[config.mk]
export PLATFORM = sky130hd
export DESIGN_NAME = dns_response_answer_parser_flat
export DESIGN_NICKNAME = d
export VERILOG_FILES = /design/src/design/dnsp_pkg.sv /design/src/design/dnsp_in_if.sv /design/src/design/dnsp_out_if.sv /design/src/design/dnsp_front.sv /design/src/design/dnsp_fifo.sv /design/src/design/dnsp_back.sv /design/src/design/dns_response_answer_parser.sv /design/src/flat_wrapper.sv
export SDC_FILE = /design/constraint.sdc
export NUM_CORES = 1
export LEC_CHECK = 0
export BUFFER_PORTS_ARGS = -buffer_cell sky130_fd_sc_hd__buf_2
export CAP_MARGIN = 30
export CORE_ASPECT_RATIO = 1.2
export CORE_MARGIN = 2
export CORE_UTILIZATION = 40
export CTS_CLUSTER_SIZE = 16
export DETAILED_ROUTE_END_ITERATION = 12
export SLEW_MARGIN = 20
export SYNTH_ARGS = -nofsm -noshare
export SYNTH_HDL_FRONTEND = slang
export SYNTH_SLANG_ARGS = --single-unit
[constraint.sdc]
create_clock -name clk -period 4.3 [get_ports clk]
set_input_delay 0.43 -clock clk [delete_from_list [all_inputs] [get_ports clk]]
set_output_delay 0.43 -clock clk [all_outputs]
set_load 0.05 [all_outputs]
[src/design/dnsp_pkg.sv]
`timescale 1ns / 1ps

package dnsp_pkg;

  localparam int unsigned DNSP_MAX_MESSAGE_BYTES = 512;
  localparam int unsigned DNSP_QUEUE_DEPTH       = 2;

  // config port
  localparam int unsigned CFG_ADDR_W  = 3;
  localparam int unsigned CFG_DATA_W  = 32;
  localparam logic [15:0] DNSP_ID_RESET = 16'd1234;

  typedef enum logic [0:0] {
    REG_EXPECTED_ID = 1'b0
  } cfg_reg_t;

  typedef enum logic [3:0] {
    PH_HEADER = 4'd0,
    PH_QNAME  = 4'd1,
    PH_QLABEL = 4'd2,
    PH_QPTR   = 4'd3,
    PH_QTAIL  = 4'd4,
    PH_ANAME  = 4'd5,
    PH_ALABEL = 4'd6,
    PH_APTR   = 4'd7,
    PH_AFIXED = 4'd8,
    PH_RDATA  = 4'd9,
    PH_DONE   = 4'd10,
    PH_HALT   = 4'd11
  } phase_t;

  typedef enum logic [1:0] {
    ST_OK           = 2'd0,
    ST_SHORT_HEADER = 2'd1,
    ST_ID_MISMATCH  = 2'd2,
    ST_TRUNCATED    = 2'd3
  } status_t;

  // byte positions inside fixed-size fields
  localparam logic [3:0] HDR_ID_LO      = 4'd1;
  localparam logic [3:0] HDR_QDCOUNT_LO = 4'd5;
  localparam logic [3:0] HDR_ANCOUNT_LO = 4'd7;
  localparam logic [3:0] HDR_LAST       = 4'd11;
  localparam logic [3:0] QTAIL_LAST     = 4'd3;
  localparam logic [3:0] AFIXED_TYPE_LO = 4'd1;
  localparam logic [3:0] AFIXED_LAST    = 4'd9;

  localparam logic [7:0] LABEL_PTR_MASK = 8'hC0;

  // one queued byte: live is low once the message is past the size limit
  typedef struct packed {
    logic [7:0] octet;
    logic       last;
    logic       live;
  } dnsp_item_t;

endpackage

[src/design/dnsp_in_if.sv]
`timescale 1ns / 1ps

interface dnsp_in_if;
  logic       valid;
  logic       ready;
  logic [7:0] message_byte;
  logic       end_of_message;

  modport source (output valid, output message_byte, output end_of_message, input ready);
  modport sink   (input valid, input message_byte, input end_of_message, output ready);
endinterface

[src/design/dnsp_out_if.sv]
`timescale 1ns / 1ps

interface dnsp_out_if;
  logic        valid;
  logic        ready;
  logic        data_valid;
  logic [15:0] record_type;
  logic [15:0] record_index;
  logic [7:0]  data_octet;
  logic [8:0]  data_offset;
  logic        data_last;
  logic        message_done;
  logic [1:0]  status;

  modport source (
    output valid, output data_valid, output record_type, output record_index,
    output data_octet, output data_offset, output data_last, output message_done,
    output status, input ready
  );
  modport sink (
    input valid, input data_valid, input record_type, input record_index,
    input data_octet, input data_offset, input data_last, input message_done,
    input status, output ready
  );
endinterface

[src/design/dnsp_front.sv]
`timescale 1ns / 1ps

module dnsp_front import dnsp_pkg::*; #(
  parameter int unsigned MAX_MESSAGE_BYTES = DNSP_MAX_MESSAGE_BYTES
) (
  input  logic         clk,
  input  logic         rst_n,
  dnsp_in_if.sink      in_if,
  output logic         push_valid,
  output dnsp_item_t   push_item,
  input  logic         push_ready
);

  localparam int unsigned CNT_W = $clog2(MAX_MESSAGE_BYTES + 1);

  logic [CNT_W-1:0] byte_count_r, byte_count_nxt;
  logic             live;
  logic             accept;

  // bytes past the size limit are passed on with live low; end mark still counts
  assign live       = byte_count_r < CNT_W'(MAX_MESSAGE_BYTES);
  assign in_if.ready = push_ready;
  assign accept     = in_if.valid && push_ready;

  assign push_valid      = in_if.valid;
  assign push_item.octet = in_if.message_byte;
  assign push_item.last  = in_if.end_of_message;
  assign push_item.live  = live;

  always_comb begin
    byte_count_nxt = byte_count_r;
    if (accept) begin
      if (in_if.end_of_message) begin
        byte_count_nxt = '0;
      end else if (live) begin
        byte_count_nxt = byte_count_r + 1'b1;
      end
    end
  end

  always_ff @(posedge clk) begin
    if (!rst_n) begin
      byte_count_r <= '0;
    end else begin
      byte_count_r <= byte_count_nxt;
    end
  end

endmodule

[src/design/dnsp_fifo.sv]
`timescale 1ns / 1ps

module dnsp_fifo import dnsp_pkg::*; #(
  parameter int unsigned WIDTH = $bits(dnsp_item_t),
  parameter int unsigned DEPTH = DNSP_QUEUE_DEPTH
) (
  input  logic             clk,
  input  logic             rst_n,
  input  logic             push_valid,
  input  logic [WIDTH-1:0] push_data,
  output logic             push_ready,
  output logic             pop_valid,
  output logic [WIDTH-1:0] pop_data,
  input  logic             pop_ready
);

  localparam int unsigned PTR_W = $clog2(DEPTH);
  localparam int unsigned CNT_W = $clog2(DEPTH + 1);

  logic [WIDTH-1:0] mem_r [DEPTH];
  logic [PTR_W-1:0] wr_ptr_r, wr_ptr_nxt, rd_ptr_r, rd_ptr_nxt;
  logic [CNT_W-1:0] count_r, count_nxt;
  logic             do_push, do_pop;

  assign push_ready = count_r != CNT_W'(DEPTH);
  assign pop_valid  = count_r != '0;
  assign pop_data   = mem_r[rd_ptr_r];
  assign do_push    = push_valid && push_ready;
  assign do_pop     = pop_valid && pop_ready;

  always_comb begin
    wr_ptr_nxt = wr_ptr_r;
    rd_ptr_nxt = rd_ptr_r;
    count_nxt  = count_r;
    if (do_push) begin
      wr_ptr_nxt = (wr_ptr_r == PTR_W'(DEPTH - 1)) ? '0 : wr_ptr_r + 1'b1;
    end
    if (do_pop) begin
      rd_ptr_nxt = (rd_ptr_r == PTR_W'(DEPTH - 1)) ? '0 : rd_ptr_r + 1'b1;
    end
    if (do_push && !do_pop) begin
      count_nxt = count_r + 1'b1;
    end else if (do_pop && !do_push) begin
      count_nxt = count_r - 1'b1;
    end
  end

  always_ff @(posedge clk) begin
    if (!rst_n) begin
      wr_ptr_r <= '0;
      rd_ptr_r <= '0;
      count_r  <= '0;
    end else begin
      wr_ptr_r <= wr_ptr_nxt;
      rd_ptr_r <= rd_ptr_nxt;
      count_r  <= count_nxt;
    end
  end

  always_ff @(posedge clk) begin
    if (do_push) begin
      mem_r[wr_ptr_r] <= push_data;
    end
  end

endmodule

[src/design/dnsp_back.sv]
`timescale 1ns / 1ps

module dnsp_back import dnsp_pkg::*; (
  input  logic        clk,
  input  logic        rst_n,
  input  logic [15:0] expected_id,
  input  logic        q_valid,
  input  dnsp_item_t  q_item,
  output logic        q_ready,
  output logic        out_valid,
  input  logic        out_ready,
  output logic        out_data_valid,
  output logic [15:0] out_record_type,
  output logic [15:0] out_record_index,
  output logic [7:0]  out_data_octet,
  output logic [8:0]  out_data_offset,
  output logic        out_data_last,
  output logic        out_message_done,
  output logic [1:0]  out_status
);

  // parser state
  phase_t      phase_r, phase_nxt, phase_step;
  logic [3:0]  field_count_r, field_count_nxt;
  logic [15:0] word_shift_r, word_shift_nxt;
  logic [15:0] questions_left_r, questions_left_nxt;
  logic [15:0] answers_left_r, answers_left_nxt;
  logic [7:0]  label_skip_r, label_skip_nxt;
  logic [15:0] current_type_r, current_type_nxt;
  logic [15:0] rdata_left_r, rdata_left_nxt;
  logic [8:0]  rdata_pos_r, rdata_pos_nxt;
  logic [15:0] answer_number_r, answer_number_nxt;
  logic [1:0]  error_code_r, error_code_nxt;

  // result register
  logic        out_valid_r, out_valid_nxt;
  logic        data_valid_r, data_valid_nxt;
  logic [15:0] record_type_r, record_type_nxt;
  logic [15:0] record_index_r, record_index_nxt;
  logic [7:0]  data_octet_r, data_octet_nxt;
  logic [8:0]  data_offset_r, data_offset_nxt;
  logic        data_last_r, data_last_nxt;
  logic        message_done_r, message_done_nxt;
  logic [1:0]  status_r, status_nxt;

  logic        can_take, go, step, emit, ends;
  logic [15:0] ws_cat, q_dec, a_dec, rl_dec;
  logic [7:0]  ls_dec;
  logic        is_ptr, is_zero, hdr_end, id_bad;
  status_t     msg_status;

  assign can_take = !out_valid_r || out_ready;
  assign q_ready  = can_take;
  assign go       = q_valid && can_take;
  assign step     = go && q_item.live;
  assign ends     = go && q_item.last;
  assign emit     = step && (phase_r == PH_RDATA);

  assign ws_cat  = {word_shift_r[7:0], q_item.octet};
  assign q_dec   = questions_left_r - 16'd1;
  assign a_dec   = answers_left_r - 16'd1;
  assign rl_dec  = rdata_left_r - 16'd1;
  assign ls_dec  = label_skip_r - 8'd1;
  assign is_ptr  = (q_item.octet & LABEL_PTR_MASK) == LABEL_PTR_MASK;
  assign is_zero = q_item.octet == 8'd0;
  assign hdr_end = field_count_r >= HDR_LAST;
  assign id_bad  = (field_count_r == HDR_ID_LO) && (ws_cat != expected_id);

  // phase sequencing
  always_comb begin
    phase_step = phase_r;
    if (step) begin
      unique case (phase_r)
        PH_HEADER: begin
          if (hdr_end) begin
            if (error_code_r != ST_OK)        phase_step = PH_HALT;
            else if (questions_left_r != '0)  phase_step = PH_QNAME;
            else if (answers_left_r != '0)    phase_step = PH_ANAME;
            else                              phase_step = PH_DONE;
          end
        end
        PH_QNAME: begin
          if (is_ptr)       phase_step = PH_QPTR;
          else if (is_zero) phase_step = PH_QTAIL;
          else              phase_step = PH_QLABEL;
        end
        PH_QLABEL: begin
          if (ls_dec == '0) phase_step = PH_QNAME;
        end
        PH_QPTR: phase_step = PH_QTAIL;
        PH_QTAIL: begin
          if (field_count_r >= QTAIL_LAST) begin
            if (q_dec != '0)                phase_step = PH_QNAME;
            else if (answers_left_r != '0)  phase_step = PH_ANAME;
            else                            phase_step = PH_DONE;
          end
        end
        PH_ANAME: begin
          if (is_ptr)       phase_step = PH_APTR;
          else if (is_zero) phase_step = PH_AFIXED;
          else              phase_step = PH_ALABEL;
        end
        PH_ALABEL: begin
          if (ls_dec == '0) phase_step = PH_ANAME;
        end
        PH_APTR: phase_step = PH_AFIXED;
        PH_AFIXED: begin
          if (field_count_r >= AFIXED_LAST) begin
            if (ws_cat != '0)      phase_step = PH_RDATA;
            else if (a_dec != '0)  phase_step = PH_ANAME;
            else                   phase_step = PH_DONE;
          end
        end
        PH_RDATA: begin
          if (rl_dec == '0) phase_step = (a_dec != '0) ? PH_ANAME : PH_DONE;
        end
        PH_DONE, PH_HALT: phase_step = phase_r;
        default: phase_step = phase_r;
      endcase
    end
    phase_nxt = ends ? PH_HEADER : phase_step;
  end

  // counters, captured fields, result
  always_comb begin
    field_count_nxt    = field_count_r;
    word_shift_nxt     = word_shift_r;
    questions_left_nxt = questions_left_r;
    answers_left_nxt   = answers_left_r;
    label_skip_nxt     = label_skip_r;
    current_type_nxt   = current_type_r;
    rdata_left_nxt     = rdata_left_r;
    rdata_pos_nxt      = rdata_pos_r;
    answer_number_nxt  = answer_number_r;
    error_code_nxt     = error_code_r;

    if (step) begin
      case (phase_r)
        PH_HEADER: begin
          word_shift_nxt = ws_cat;
          if (id_bad) begin
            error_code_nxt = ST_ID_MISMATCH;
          end else if (field_count_r == HDR_QDCOUNT_LO) begin
            questions_left_nxt = ws_cat;
          end else if (field_count_r == HDR_ANCOUNT_LO) begin
            answers_left_nxt = ws_cat;
          end
          field_count_nxt = hdr_end ? 4'd0 : field_count_r + 4'd1;
        end
        PH_QNAME, PH_ANAME: begin
          if (!is_ptr) begin
            if (is_zero) field_count_nxt = 4'd0;
            else         label_skip_nxt  = q_item.octet;
          end
        end
        PH_QLABEL, PH_ALABEL: label_skip_nxt = ls_dec;
        PH_QPTR, PH_APTR:     field_count_nxt = 4'd0;
        PH_QTAIL: begin
          if (field_count_r >= QTAIL_LAST) begin
            field_count_nxt    = 4'd0;
            questions_left_nxt = q_dec;
          end else begin
            field_count_nxt = field_count_r + 4'd1;
          end
        end
        PH_AFIXED: begin
          word_shift_nxt = ws_cat;
          if (field_count_r == AFIXED_TYPE_LO) current_type_nxt = ws_cat;
          if (field_count_r >= AFIXED_LAST) begin
            field_count_nxt = 4'd0;
            rdata_left_nxt  = ws_cat;
            rdata_pos_nxt   = 9'd0;
            if (ws_cat == '0) begin
              answer_number_nxt = answer_number_r + 16'd1;
              answers_left_nxt  = a_dec;
            end
          end else begin
            field_count_nxt = field_count_r + 4'd1;
          end
        end
        PH_RDATA: begin
          rdata_pos_nxt  = rdata_pos_r + 9'd1;
          rdata_left_nxt = rl_dec;
          if (rl_dec == '0) begin
            answer_number_nxt = answer_number_r + 16'd1;
            answers_left_nxt  = a_dec;
          end
        end
        default: ;
      endcase
    end

    // status reflects the state after this byte, before the restart
    if (phase_step == PH_HEADER)            msg_status = ST_SHORT_HEADER;
    else if (error_code_nxt == ST_ID_MISMATCH) msg_status = ST_ID_MISMATCH;
    else if (phase_step != PH_DONE)         msg_status = ST_TRUNCATED;
    else                                    msg_status = ST_OK;

    if (ends) begin
      field_count_nxt    = '0;
      word_shift_nxt     = '0;
      questions_left_nxt = '0;
      answers_left_nxt   = '0;
      label_skip_nxt     = '0;
      current_type_nxt   = '0;
      rdata_left_nxt     = '0;
      rdata_pos_nxt      = '0;
      answer_number_nxt  = '0;
      error_code_nxt     = ST_OK;
    end

    out_valid_nxt    = out_valid_r;
    data_valid_nxt   = data_valid_r;
    record_type_nxt  = record_type_r;
    record_index_nxt = record_index_r;
    data_octet_nxt   = data_octet_r;
    data_offset_nxt  = data_offset_r;
    data_last_nxt    = data_last_r;
    message_done_nxt = message_done_r;
    status_nxt       = status_r;
    if (can_take) begin
      out_valid_nxt    = emit || ends;
      data_valid_nxt   = emit;
      record_type_nxt  = emit ? current_type_r : 16'd0;
      record_index_nxt = emit ? answer_number_r : 16'd0;
      data_octet_nxt   = emit ? q_item.octet : 8'd0;
      data_offset_nxt  = emit ? rdata_pos_r : 9'd0;
      data_last_nxt    = emit && (rdata_left_r == 16'd1);
      message_done_nxt = ends;
      status_nxt       = ends ? msg_status : ST_OK;
    end
  end

  always_ff @(posedge clk) begin
    if (!rst_n) begin
      phase_r          <= PH_HEADER;
      field_count_r    <= '0;
      word_shift_r     <= '0;
      questions_left_r <= '0;
      answers_left_r   <= '0;
      label_skip_r     <= '0;
      current_type_r   <= '0;
      rdata_left_r     <= '0;
      rdata_pos_r      <= '0;
      answer_number_r  <= '0;
      error_code_r     <= ST_OK;
      out_valid_r      <= 1'b0;
    end else begin
      phase_r          <= phase_nxt;
      field_count_r    <= field_count_nxt;
      word_shift_r     <= word_shift_nxt;
      questions_left_r <= questions_left_nxt;
      answers_left_r   <= answers_left_nxt;
      label_skip_r     <= label_skip_nxt;
      current_type_r   <= current_type_nxt;
      rdata_left_r     <= rdata_left_nxt;
      rdata_pos_r      <= rdata_pos_nxt;
      answer_number_r  <= answer_number_nxt;
      error_code_r     <= error_code_nxt;
      out_valid_r      <= out_valid_nxt;
    end
  end

  always_ff @(posedge clk) begin
    data_valid_r   <= data_valid_nxt;
    record_type_r  <= record_type_nxt;
    record_index_r <= record_index_nxt;
    data_octet_r   <= data_octet_nxt;
    data_offset_r  <= data_offset_nxt;
    data_last_r    <= data_last_nxt;
    message_done_r <= message_done_nxt;
    status_r       <= status_nxt;
  end

  assign out_valid        = out_valid_r;
  assign out_data_valid   = data_valid_r;
  assign out_record_type  = record_type_r;
  assign out_record_index = record_index_r;
  assign out_data_octet   = data_octet_r;
  assign out_data_offset  = data_offset_r;
  assign out_data_last    = data_last_r;
  assign out_message_done = message_done_r;
  assign out_status       = status_r;

`ifndef SYNTH
  a_result_has_cause: assert property (@(posedge clk) disable iff (!rst_n)
    out_valid_r && !message_done_r |-> data_valid_r)
    else $error("result without rdata byte or message end");

  a_status_at_end: assert property (@(posedge clk) disable iff (!rst_n)
    out_valid_r && !message_done_r |-> status_r == ST_OK)
    else $error("status set on mid-message result");

  a_end_restarts: assert property (@(posedge clk) disable iff (!rst_n)
    ends |=> phase_r == PH_HEADER && field_count_r == 4'd0 && error_code_r == ST_OK)
    else $error("parser not restarted after message end");

  a_field_count_range: assert property (@(posedge clk) disable iff (!rst_n)
    field_count_r <= HDR_LAST)
    else $error("field counter out of range");
`endif

endmodule

[src/design/dns_response_answer_parser.sv]
`timescale 1ns / 1ps
// An accepted byte is written into the queue, then the parser retires it into the result
// register, from which its result transfers; the queue is not fall-through.
// Throughput: one byte per cycle while out_ready holds; the parser retires one byte a cycle.
// Reset: synchronous, active-low rst_n; clears the parser, queue and byte counter,
// and sets expected_id to 1234. No clearing pass; input ready from the first edge after reset.

module dns_response_answer_parser import dnsp_pkg::*; #(
  parameter int unsigned MAX_MESSAGE_BYTES = DNSP_MAX_MESSAGE_BYTES,
  parameter int unsigned QUEUE_DEPTH       = DNSP_QUEUE_DEPTH
) (
  input  logic                  clk,
  input  logic                  rst_n,
  dnsp_in_if.sink               in_if,
  dnsp_out_if.source            out_if,
  input  logic                  psel,
  input  logic                  penable,
  input  logic                  pwrite,
  input  logic [CFG_ADDR_W-1:0] paddr,
  input  logic [CFG_DATA_W-1:0] pwdata,
  output logic [CFG_DATA_W-1:0] prdata,
  output logic                  pready
);

  // ---------------------------------------------------------------------------
  // Config register: expected transaction id at byte address 0.
  // Low two address bits select a byte lane and are not decoded.
  // ---------------------------------------------------------------------------
  logic [15:0] expected_id_r, expected_id_nxt;
  logic        reg_hit;
  logic        cfg_write;

  assign pready    = 1'b1;
  assign reg_hit   = paddr[CFG_ADDR_W-1:2] == REG_EXPECTED_ID;
  assign cfg_write = psel && penable && pwrite && pready;
  assign prdata    = reg_hit ? {{(CFG_DATA_W-16){1'b0}}, expected_id_r} : '0;

  always_comb begin
    expected_id_nxt = expected_id_r;
    if (cfg_write && reg_hit) begin
      expected_id_nxt = pwdata[15:0];
    end
  end

  always_ff @(posedge clk) begin
    if (!rst_n) begin
      expected_id_r <= DNSP_ID_RESET;
    end else begin
      expected_id_r <= expected_id_nxt;
    end
  end

  // ---------------------------------------------------------------------------
  // Front: counts bytes of the message and tags those past the size limit,
  // then pushes each transfer into the byte queue.
  // ---------------------------------------------------------------------------
  logic       push_valid, push_ready;
  dnsp_item_t push_item;

  dnsp_front #(
    .MAX_MESSAGE_BYTES(MAX_MESSAGE_BYTES)
  ) u_front (
    .clk       (clk),
    .rst_n     (rst_n),
    .in_if     (in_if),
    .push_valid(push_valid),
    .push_item (push_item),
    .push_ready(push_ready)
  );

  // ---------------------------------------------------------------------------
  // Queue: decouples input acceptance from result back-pressure.
  // ---------------------------------------------------------------------------
  logic       pop_valid, pop_ready;
  dnsp_item_t pop_item;

  dnsp_fifo #(
    .WIDTH($bits(dnsp_item_t)),
    .DEPTH(QUEUE_DEPTH)
  ) u_fifo (
    .clk       (clk),
    .rst_n     (rst_n),
    .push_valid(push_valid),
    .push_data (push_item),
    .push_ready(push_ready),
    .pop_valid (pop_valid),
    .pop_data  (pop_item),
    .pop_ready (pop_ready)
  );

  // ---------------------------------------------------------------------------
  // Back: header / question / answer walker with the result register.
  // A byte is retired whenever the result register is free or being drained.
  // ---------------------------------------------------------------------------
  dnsp_back u_back (
    .clk             (clk),
    .rst_n           (rst_n),
    .expected_id     (expected_id_r),
    .q_valid         (pop_valid),
    .q_item          (pop_item),
    .q_ready         (pop_ready),
    .out_valid       (out_if.valid),
    .out_ready       (out_if.ready),
    .out_data_valid  (out_if.data_valid),
    .out_record_type (out_if.record_type),
    .out_record_index(out_if.record_index),
    .out_data_octet  (out_if.data_octet),
    .out_data_offset (out_if.data_offset),
    .out_data_last   (out_if.data_last),
    .out_message_done(out_if.message_done),
    .out_status      (out_if.status)
  );

endmodule
[src/flat_wrapper.sv]
// flat-port wrapper written by rule: the top's interface ports become plain ports
module dns_response_answer_parser_flat import dnsp_pkg::*;
#(
  parameter int unsigned MAX_MESSAGE_BYTES = DNSP_MAX_MESSAGE_BYTES,
  parameter int unsigned QUEUE_DEPTH       = DNSP_QUEUE_DEPTH
)
  (clk, rst_n, psel, penable, pwrite, paddr, pwdata, prdata, pready, in_if_valid, in_if_message_byte, in_if_end_of_message, in_if_ready, out_if_valid, out_if_data_valid, out_if_record_type, out_if_record_index, out_if_data_octet, out_if_data_offset, out_if_data_last, out_if_message_done, out_if_status, out_if_ready);
  dnsp_in_if in_if_i ();
  dnsp_out_if out_if_i ();
  input  logic clk;
  input  logic rst_n;
  input  logic psel;
  input  logic penable;
  input  logic pwrite;
  input  logic [CFG_ADDR_W-1:0] paddr;
  input  logic [CFG_DATA_W-1:0] pwdata;
  output logic [CFG_DATA_W-1:0] prdata;
  output logic pready;
  input wire logic [$bits(in_if_i.valid)-1:0] in_if_valid;
  input wire logic [$bits(in_if_i.message_byte)-1:0] in_if_message_byte;
  input wire logic [$bits(in_if_i.end_of_message)-1:0] in_if_end_of_message;
  output wire logic [$bits(in_if_i.ready)-1:0] in_if_ready;
  output wire logic [$bits(out_if_i.valid)-1:0] out_if_valid;
  output wire logic [$bits(out_if_i.data_valid)-1:0] out_if_data_valid;
  output wire logic [$bits(out_if_i.record_type)-1:0] out_if_record_type;
  output wire logic [$bits(out_if_i.record_index)-1:0] out_if_record_index;
  output wire logic [$bits(out_if_i.data_octet)-1:0] out_if_data_octet;
  output wire logic [$bits(out_if_i.data_offset)-1:0] out_if_data_offset;
  output wire logic [$bits(out_if_i.data_last)-1:0] out_if_data_last;
  output wire logic [$bits(out_if_i.message_done)-1:0] out_if_message_done;
  output wire logic [$bits(out_if_i.status)-1:0] out_if_status;
  input wire logic [$bits(out_if_i.ready)-1:0] out_if_ready;
  assign in_if_i.valid = in_if_valid;
  assign in_if_i.message_byte = in_if_message_byte;
  assign in_if_i.end_of_message = in_if_end_of_message;
  assign in_if_ready = in_if_i.ready;
  assign out_if_valid = out_if_i.valid;
  assign out_if_data_valid = out_if_i.data_valid;
  assign out_if_record_type = out_if_i.record_type;
  assign out_if_record_index = out_if_i.record_index;
  assign out_if_data_octet = out_if_i.data_octet;
  assign out_if_data_offset = out_if_i.data_offset;
  assign out_if_data_last = out_if_i.data_last;
  assign out_if_message_done = out_if_i.message_done;
  assign out_if_status = out_if_i.status;
  assign out_if_i.ready = out_if_ready;
  dns_response_answer_parser #(.MAX_MESSAGE_BYTES(MAX_MESSAGE_BYTES), .QUEUE_DEPTH(QUEUE_DEPTH)) u_core (.clk(clk), .rst_n(rst_n), .in_if(in_if_i), .out_if(out_if_i), .psel(psel), .penable(penable), .pwrite(pwrite), .paddr(paddr), .pwdata(pwdata), .prdata(prdata), .pready(pready));
endmodule
======== Word-level counts from Yosys, hierarchy flattened ========
Memories as Yosys holds them, arrays and structs flattened. A register that Yosys moved wholly into a read port is not among the register bits.
Cells that the tools add are included.
operators by class
  add/sub/neg operators ................... 12
  magnitude comparators ................... 4
  equality and inequality tests ........... 29
  mux-type cells .......................... 63
  bitwise logic cells ..................... 3
  reductions and logical operators ........ 52
operators by type and width
  cell                     number
  $mux W16                 14
  $pmux W16 S2             3
  $mux W4                  20
  $reduce_bool A16 Y1      5
  $pmux W16 S3             1
  $sub A16 B1 Y16 const B  3
  $pmux W4 S10             1
  $logic_not A16 Y1        2
  $eq A4 B3 Y1 const B     6
  $ne A2 B2 Y1 const B     11
  $mux W10                 2
  $pmux W4 S5              1
  $pmux W9 S2              1
  $add A16 B1 Y16 const B  1
  $eq A16 B1 Y1 const B    1
  $logic_not A8 Y1         2
  $mux W8                  2
  $ne A16 B16 Y1           1
  $pmux W8 S2              1
  $mux W2                  7
  $reduce_bool A2 Y1       7
  $logic_and A1 B1 Y1      12
  $reduce_or A2 Y1         6
  $add A10 B1 Y10 const B  1
  29 further kinds         52
storage, ports and cells
  register bits ........................... 200
  bits in writable memories ............... 20
  output and inout bits ................... 89
  logic and storage cells ................. 190
  memories ................................ 1
memory list
  memory               words  width  read ports  clocked after memory_dff  write ports  line             source
  u_core.u_fifo.mem_r  2      10     1           1                         1            dnsp_fifo.sv:20  logic [WIDTH-1:0] mem_r [DEPTH];

======== Depth between registers and ports, before layout ========
  depth in word-level cells ............... 11
  gate-level depth with buffers ........... 13

======== By module ========
Synthesis repeated with hierarchy kept, for this count alone.
unflattened totals
  cell total of the unflattened synthesis .. 1334
  area, all modules ....................... 11803.8 µm²
by module, submodules not included
  module                      times used  cells an instance  area an instance (µm²)  seq. area each (µm²)
  dnsp_back                   1           1103               9300.2                  3943.8
  dnsp_fifo                   1           56                 952.2                   700.7
  dns_response_answer_parser  1           106                932.1                   320.3
  dnsp_front                  1           69                 619.3                   200.2

======== Worst setup path after synthesis ========
OpenSTA, ideal clock, no wires.
  path type ............................... register -> register
  from .................................... register u_core.u_back.out_valid_r (netlist: u_core.u_back.out_valid)
  to ...................................... register u_core.u_back.answer_number_r[0]
  library setup time ...................... 128 ps
  arrival ................................. 3264 ps
  data required time ...................... 4172 ps
  setup slack ............................. 908 ps
  cell stages (with the launch flop) ...... 8
  path buffers ............................ 2
  period minus slack after synthesis ...... 3392 ps
  cell sequence ........................... dfxtp_1 -> nor2b_1 -> inv_1 -> o21ai_1 -> o21ai_1 -> clkbuf_1 -> clkbuf_1 -> nor2_1
on the way
  longest elaborated chain between the ends .. 5
RTL lines
  element                                                          line                              source
  from (decl)                                                      dnsp_back.sv:36                   logic out_valid_r, out_valid_nxt;
  from (signal assigned)                                           dnsp_back.sv:260                  out_valid_r <= out_valid_nxt;
  $logic_not A1 Y1 *                                               dnsp_back.sv:52                   assign can_take = !out_valid_r || out_ready;
  $logic_or A1 B1 Y1 *                                             dnsp_back.sv:52
  $logic_and A1 B1 Y1 *                                            dnsp_back.sv:54                   assign go = q_valid && can_take;
  $logic_and A1 B1 Y1 (on tied branches)                           dnsp_back.sv:55, dnsp_back.sv:56
  $reduce_and A5 Y1 (no line) or $reduce_or A2 Y1 (tied branches)  n/a
  to (signal assigned)                                             dnsp_back.sv:258                  answer_number_r <= answer_number_nxt;
  to (decl)                                                        dnsp_back.sv:32                   logic [15:0] answer_number_r, answer_number_nxt;
Every way passes the cells marked *; elsewhere a longest branch is shown, timed or not.
A chain may end at the register's enable or synchronous reset.

======== Worst setup path in the final report ========
  from .................................... register u_core.u_back.questions_left_r[0]
  to ...................................... register u_core.u_back.status_r[0] (netlist: u_core.u_back.out_status[0]) (data pin)
on the way
  longest elaborated chain between the ends .. 10
RTL lines
  element                                                 line                              source
  from (decl)                                             dnsp_back.sv:26                   logic [15:0] questions_left_r, questions_left_nxt;
  from (signal assigned)                                  dnsp_back.sv:252                  questions_left_r <= questions_left_nxt;
  $sub A16 B1 Y16 or $reduce_bool A16 Y1 (tied branches)  dnsp_back.sv:60, dnsp_back.sv:77
  $reduce_bool A16 Y1 or $mux W4 (tied branches)          dnsp_back.sv:93, dnsp_back.sv:77
  $mux W4 (on tied branches)                              dnsp_back.sv:93, dnsp_back.sv:76
  $mux W4 (on tied branches)                              dnsp_back.sv:92, dnsp_back.sv:75
  $pmux W4 S10 *                                          dnsp_back.sv:73                   unique case (phase_r)
  $mux W4 *                                               dnsp_back.sv:72                   if (step) begin
  $ne A4 B4 Y1                                            dnsp_back.sv:196                  else if (phase_step != PH_DONE) msg_status = ST_TRUNCATED;
  $mux W2                                                 dnsp_back.sv:196
  $mux W2                                                 dnsp_back.sv:195                  else if (error_code_nxt == ST_ID_MISMATCH) msg_status = ST_ID_MISMATCH;
  $mux W1 *                                               dnsp_back.sv:194                  if (phase_step == PH_HEADER) msg_status = ST_SHORT_HEADER;
  to (signal assigned)                                    dnsp_back.sv:272                  status_r <= status_nxt;
  to (decl)                                               dnsp_back.sv:44                   logic [1:0] status_r, status_nxt;
Marks and branches as above.

==> metrics.cfg <==
[run_status]
outcome=completed

[setup_path]
critPathRequiredTime_ns=4.62
ff2ff_setup_slack_ns=0.91
reg2regPathDepth=11
cp_max_fo=11
timing.critical_path.from_type=flop
timing_worst_setup_path_type=flop to flop
critPathArrivalTime_ns=3.71
end_kind=flop

[clocking]
ctsHtreeMaxLevel=1
numClockSinks=221
clk_transition_reported_paths_ns=0.06
cts_tree=done
cts.repair.resized=0
tritoncts.num_buffers=23
clk-insertion-delay-late_ns=0.51
cts_max_path_buffers=3
cts_root_buffer=sky130_fd_sc_hd__clkbuf_16
cts_setup_buffers=0
holdBufCountCts=0

[pwr]
power.leakage_uw=0.00486
power.clock.fraction_pct=27.0
netSwitchingFraction_pct=39.0
sequential_group_share_of_total_power_pct=39.3
power.share.combinational_pct=33.7
totalPowerFinal_uw=6660
power_density_nw_per_um2=517
power.net_switching_uw=2590
intPower_uw=4060
vdd_drop_max_mv=0.329

[sta]
count_of_endpoints_failing_setup_in_the_final_report=0
finalHoldViolations=0
final_critical_path_setup_slack_ns=0.910
rsz_0062_raised_after_global_routing=no
final_period_minus_worst_setup_slack_ns=3.39
max_freq_mhz=295
setup_total_negative_slack_ns=0
report.final.slew_viol_count=0
final_setup_skew_ns=0.0103
layout_worst_path_cycle_share_pct=78.8
maxSlewHeadroom_pct=41.7
worstMarginPinSlew_ns=0.871

[yosys]
postSynthRegisterBits=221
async_reset_ff_share_pct=0
cell_area_synth_um2=11400
synth_top_flop_cell=sky130_fd_sc_hd__dfxtp_1
syn_avg_cell_area_um2=8.71
ys_seq_area_share_pct=45.3
yosys_warnings=0
post_synth_edffs=74
postSynthCellCount=1310
ys_types=88

[floorplanning]
core_area_um2=28000
effective_utilization_at_floorplan_pct=40.7
dieWidth_um=158
die-height_um=189
io-pin-count=140
die-area_um2=29900
core.rowCount=67

[layout]
multi_input_comb_area_um2=5710
post_route_cells_drive_above_1_share_pct=14.7
diodes=0
layout_commonest_cell=sky130_fd_sc_hd__nor2_1
nets=1448
filler_cell_count_in_the_final_layout=2836
final_cell_mix=sky130_fd_sc_hd__nor2_1, sky130_fd_sc_hd__dfxtp_1, sky130_fd_sc_hd__nand2_1
growth_of_design_area_from_synthesis_to_finish_pct=12.8
seq_area_um2=5160
stdcell_area_um2=12900

[placement]
hpwlAfterDp_mm=20.3
io_buffer_count=104
dp_slack_ns=0.982
detailed_place.area_um2=12200
gp_routability_congestion=0.885

[global_route]
grt_start_max_net_pins=100
grt_util_all_layers_pct=19.7
grt_pass1_wl_mm=47.8
first_global_vias=9167
grt_overflow_total=0
antenna_violations_before_repair=0

[route]
detail_route.wirelength_mm=29.7
num_vias=9823
post-route-drc-count=0
drtPass1Iterations=6
wl_per_cell_um=16.7
avgViaCountPerCell=5.53
route.antenna.remaining_nets=0
drt_iter0_drc=652

[worst_hold_path]
hold_class=input port to flop
holdPathStages=1

[job]
maxCapViolCount=0

## cell type report
class	instances	area share [%]
Sequential cell	221	40.1
Clock inverter	12	0.457
Multi-Input combinational cell	971	44.3
Clock buffer	28	4.62
Inverter	32	0.933
Timing Repair Buffer	133	5.83
Tap cell	379	3.68
## critical path, cell delays in order (launching register included)
cell and delay, ns:
sky130_fd_sc_hd__dfxtp_1 0.40, sky130_fd_sc_hd__inv_1 0.09, sky130_fd_sc_hd__ha_1 0.37, sky130_fd_sc_hd__nor3b_2 0.38
sky130_fd_sc_hd__nand3_1 0.11, sky130_fd_sc_hd__or4b_1 0.54, sky130_fd_sc_hd__a311oi_1 0.36, sky130_fd_sc_hd__a21bo_2 0.23
sky130_fd_sc_hd__a31oi_1 0.13, sky130_fd_sc_hd__nor3b_2 0.28, sky130_fd_sc_hd__nand4_1 0.13, sky130_fd_sc_hd__o211ai_1 0.17
## kinds of logic (layout without fill, tap and decap cells)
kind of cell,count (synthesis),in the layout,synth area share [%]
AO/OA/AOI/OAI,312,312,17.1
AND/OR/NAND/NOR,566,566,25.5
multiplexers,18,18,1.61
adder cells (fa/ha/maj),16,16,1.73
buffers and inverters,133,205,5.45
XOR/XNOR,42,42,3.22
other,2,17,0.0658
flip-flops,221,221,45.3
## worst paths after layout
check | end | startpoint
worst max-delay path | u_core.u_back.out_status[0]$_SDFFCE_PN0N_ | u_core.u_back.questions_left_r[0]$_SDFFE_PP0P_
worst max register to register | u_core.u_back.out_status[0]$_SDFFCE_PN0N_ | u_core.u_back.questions_left_r[0]$_SDFFE_PP0P_
worst min register to register | u_core.u_back.current_type_r[14]$_SDFFE_PP0P_ | u_core.u_back.current_type_r[14]$_SDFFE_PP0P_
worst min-delay path | u_core.u_fifo.mem_r[1][9]$_DFFE_PP_ | in_if_message_byte[7]
## power groups by stage
| stage | clock network [uW] | registers [uW] | logic (uW) |
|---|---|---|---|
| 2_1_floorplan | 0 | 2810 | 1430 |
| 3_3_place_gp | 0 | 2660 | 2220 |
| 3_5_place_dp | 0 | 2660 | 2240 |
| 4_1_cts | 1840 | 2620 | 2250 |
| 5_1_grt | 1920 | 2650 | 2450 |
| 6_report | 1800 | 2620 | 2240 |
## sequential cells by signal (all words and copies together), names as in the netlist, 8 cells and up, named ones only
| name | flops |
|---|---|
| u_core.u_fifo.mem_r | 20 |
| u_core.expected_id_r | 16 |
| u_core.u_back.answer_number_r | 16 |
| u_core.u_back.answers_left_r | 16 |
| u_core.u_back.current_type_r | 16 |
| u_core.u_back.out_record_index | 16 |
| u_core.u_back.out_record_type | 16 |
| u_core.u_back.questions_left_r | 16 |
| u_core.u_back.rdata_left_r | 16 |
| u_core.u_front.byte_count_r | 10 |
| u_core.u_back.out_data_offset | 9 |
| u_core.u_back.rdata_pos_r | 9 |
| u_core.u_back.label_skip_r | 8 |
| u_core.u_back.out_data_octet | 8 |
| u_core.u_back.word_shift_r | 8 |
## per-layer routing
metal	vias up	wire, um	GRT usage (%)
li1	4838	-	-
met1	4647	12800	25.2
met2	277	14200	33.9
met3	61	1790	2.75
met4	0	953	6.55
met5	-	0	0
## synth_stat cells, types with 28 or more instances
library cell	number	area [um^2]
sky130_fd_sc_hd__a21oi_1	76	380
sky130_fd_sc_hd__and3_1	45	282
sky130_fd_sc_hd__clkbuf_1	72	270
sky130_fd_sc_hd__dfxtp_1	147	2940
sky130_fd_sc_hd__edfxtp_1	74	2220
sky130_fd_sc_hd__inv_1	30	113
sky130_fd_sc_hd__nand2_1	126	473
sky130_fd_sc_hd__nand3_1	30	150
sky130_fd_sc_hd__nor2_1	164	616
sky130_fd_sc_hd__nor3_1	34	170
sky130_fd_sc_hd__o21ai_0	92	460
sky130_fd_sc_hd__xnor2_1	28	245
## per-stage QoR
stage	hold WS, ns	cells	utilization, %
after global placement	0.438	1736	43.6
final	0.103	1776	46.0
after CTS	0.0914	1776	46.0
after detailed placement	0.446	1736	43.6
after floorplan	0.432	1325	-
after global routing	0.0923	1776	46.0
Note: power is estimated with default switching activity, not from simulation.
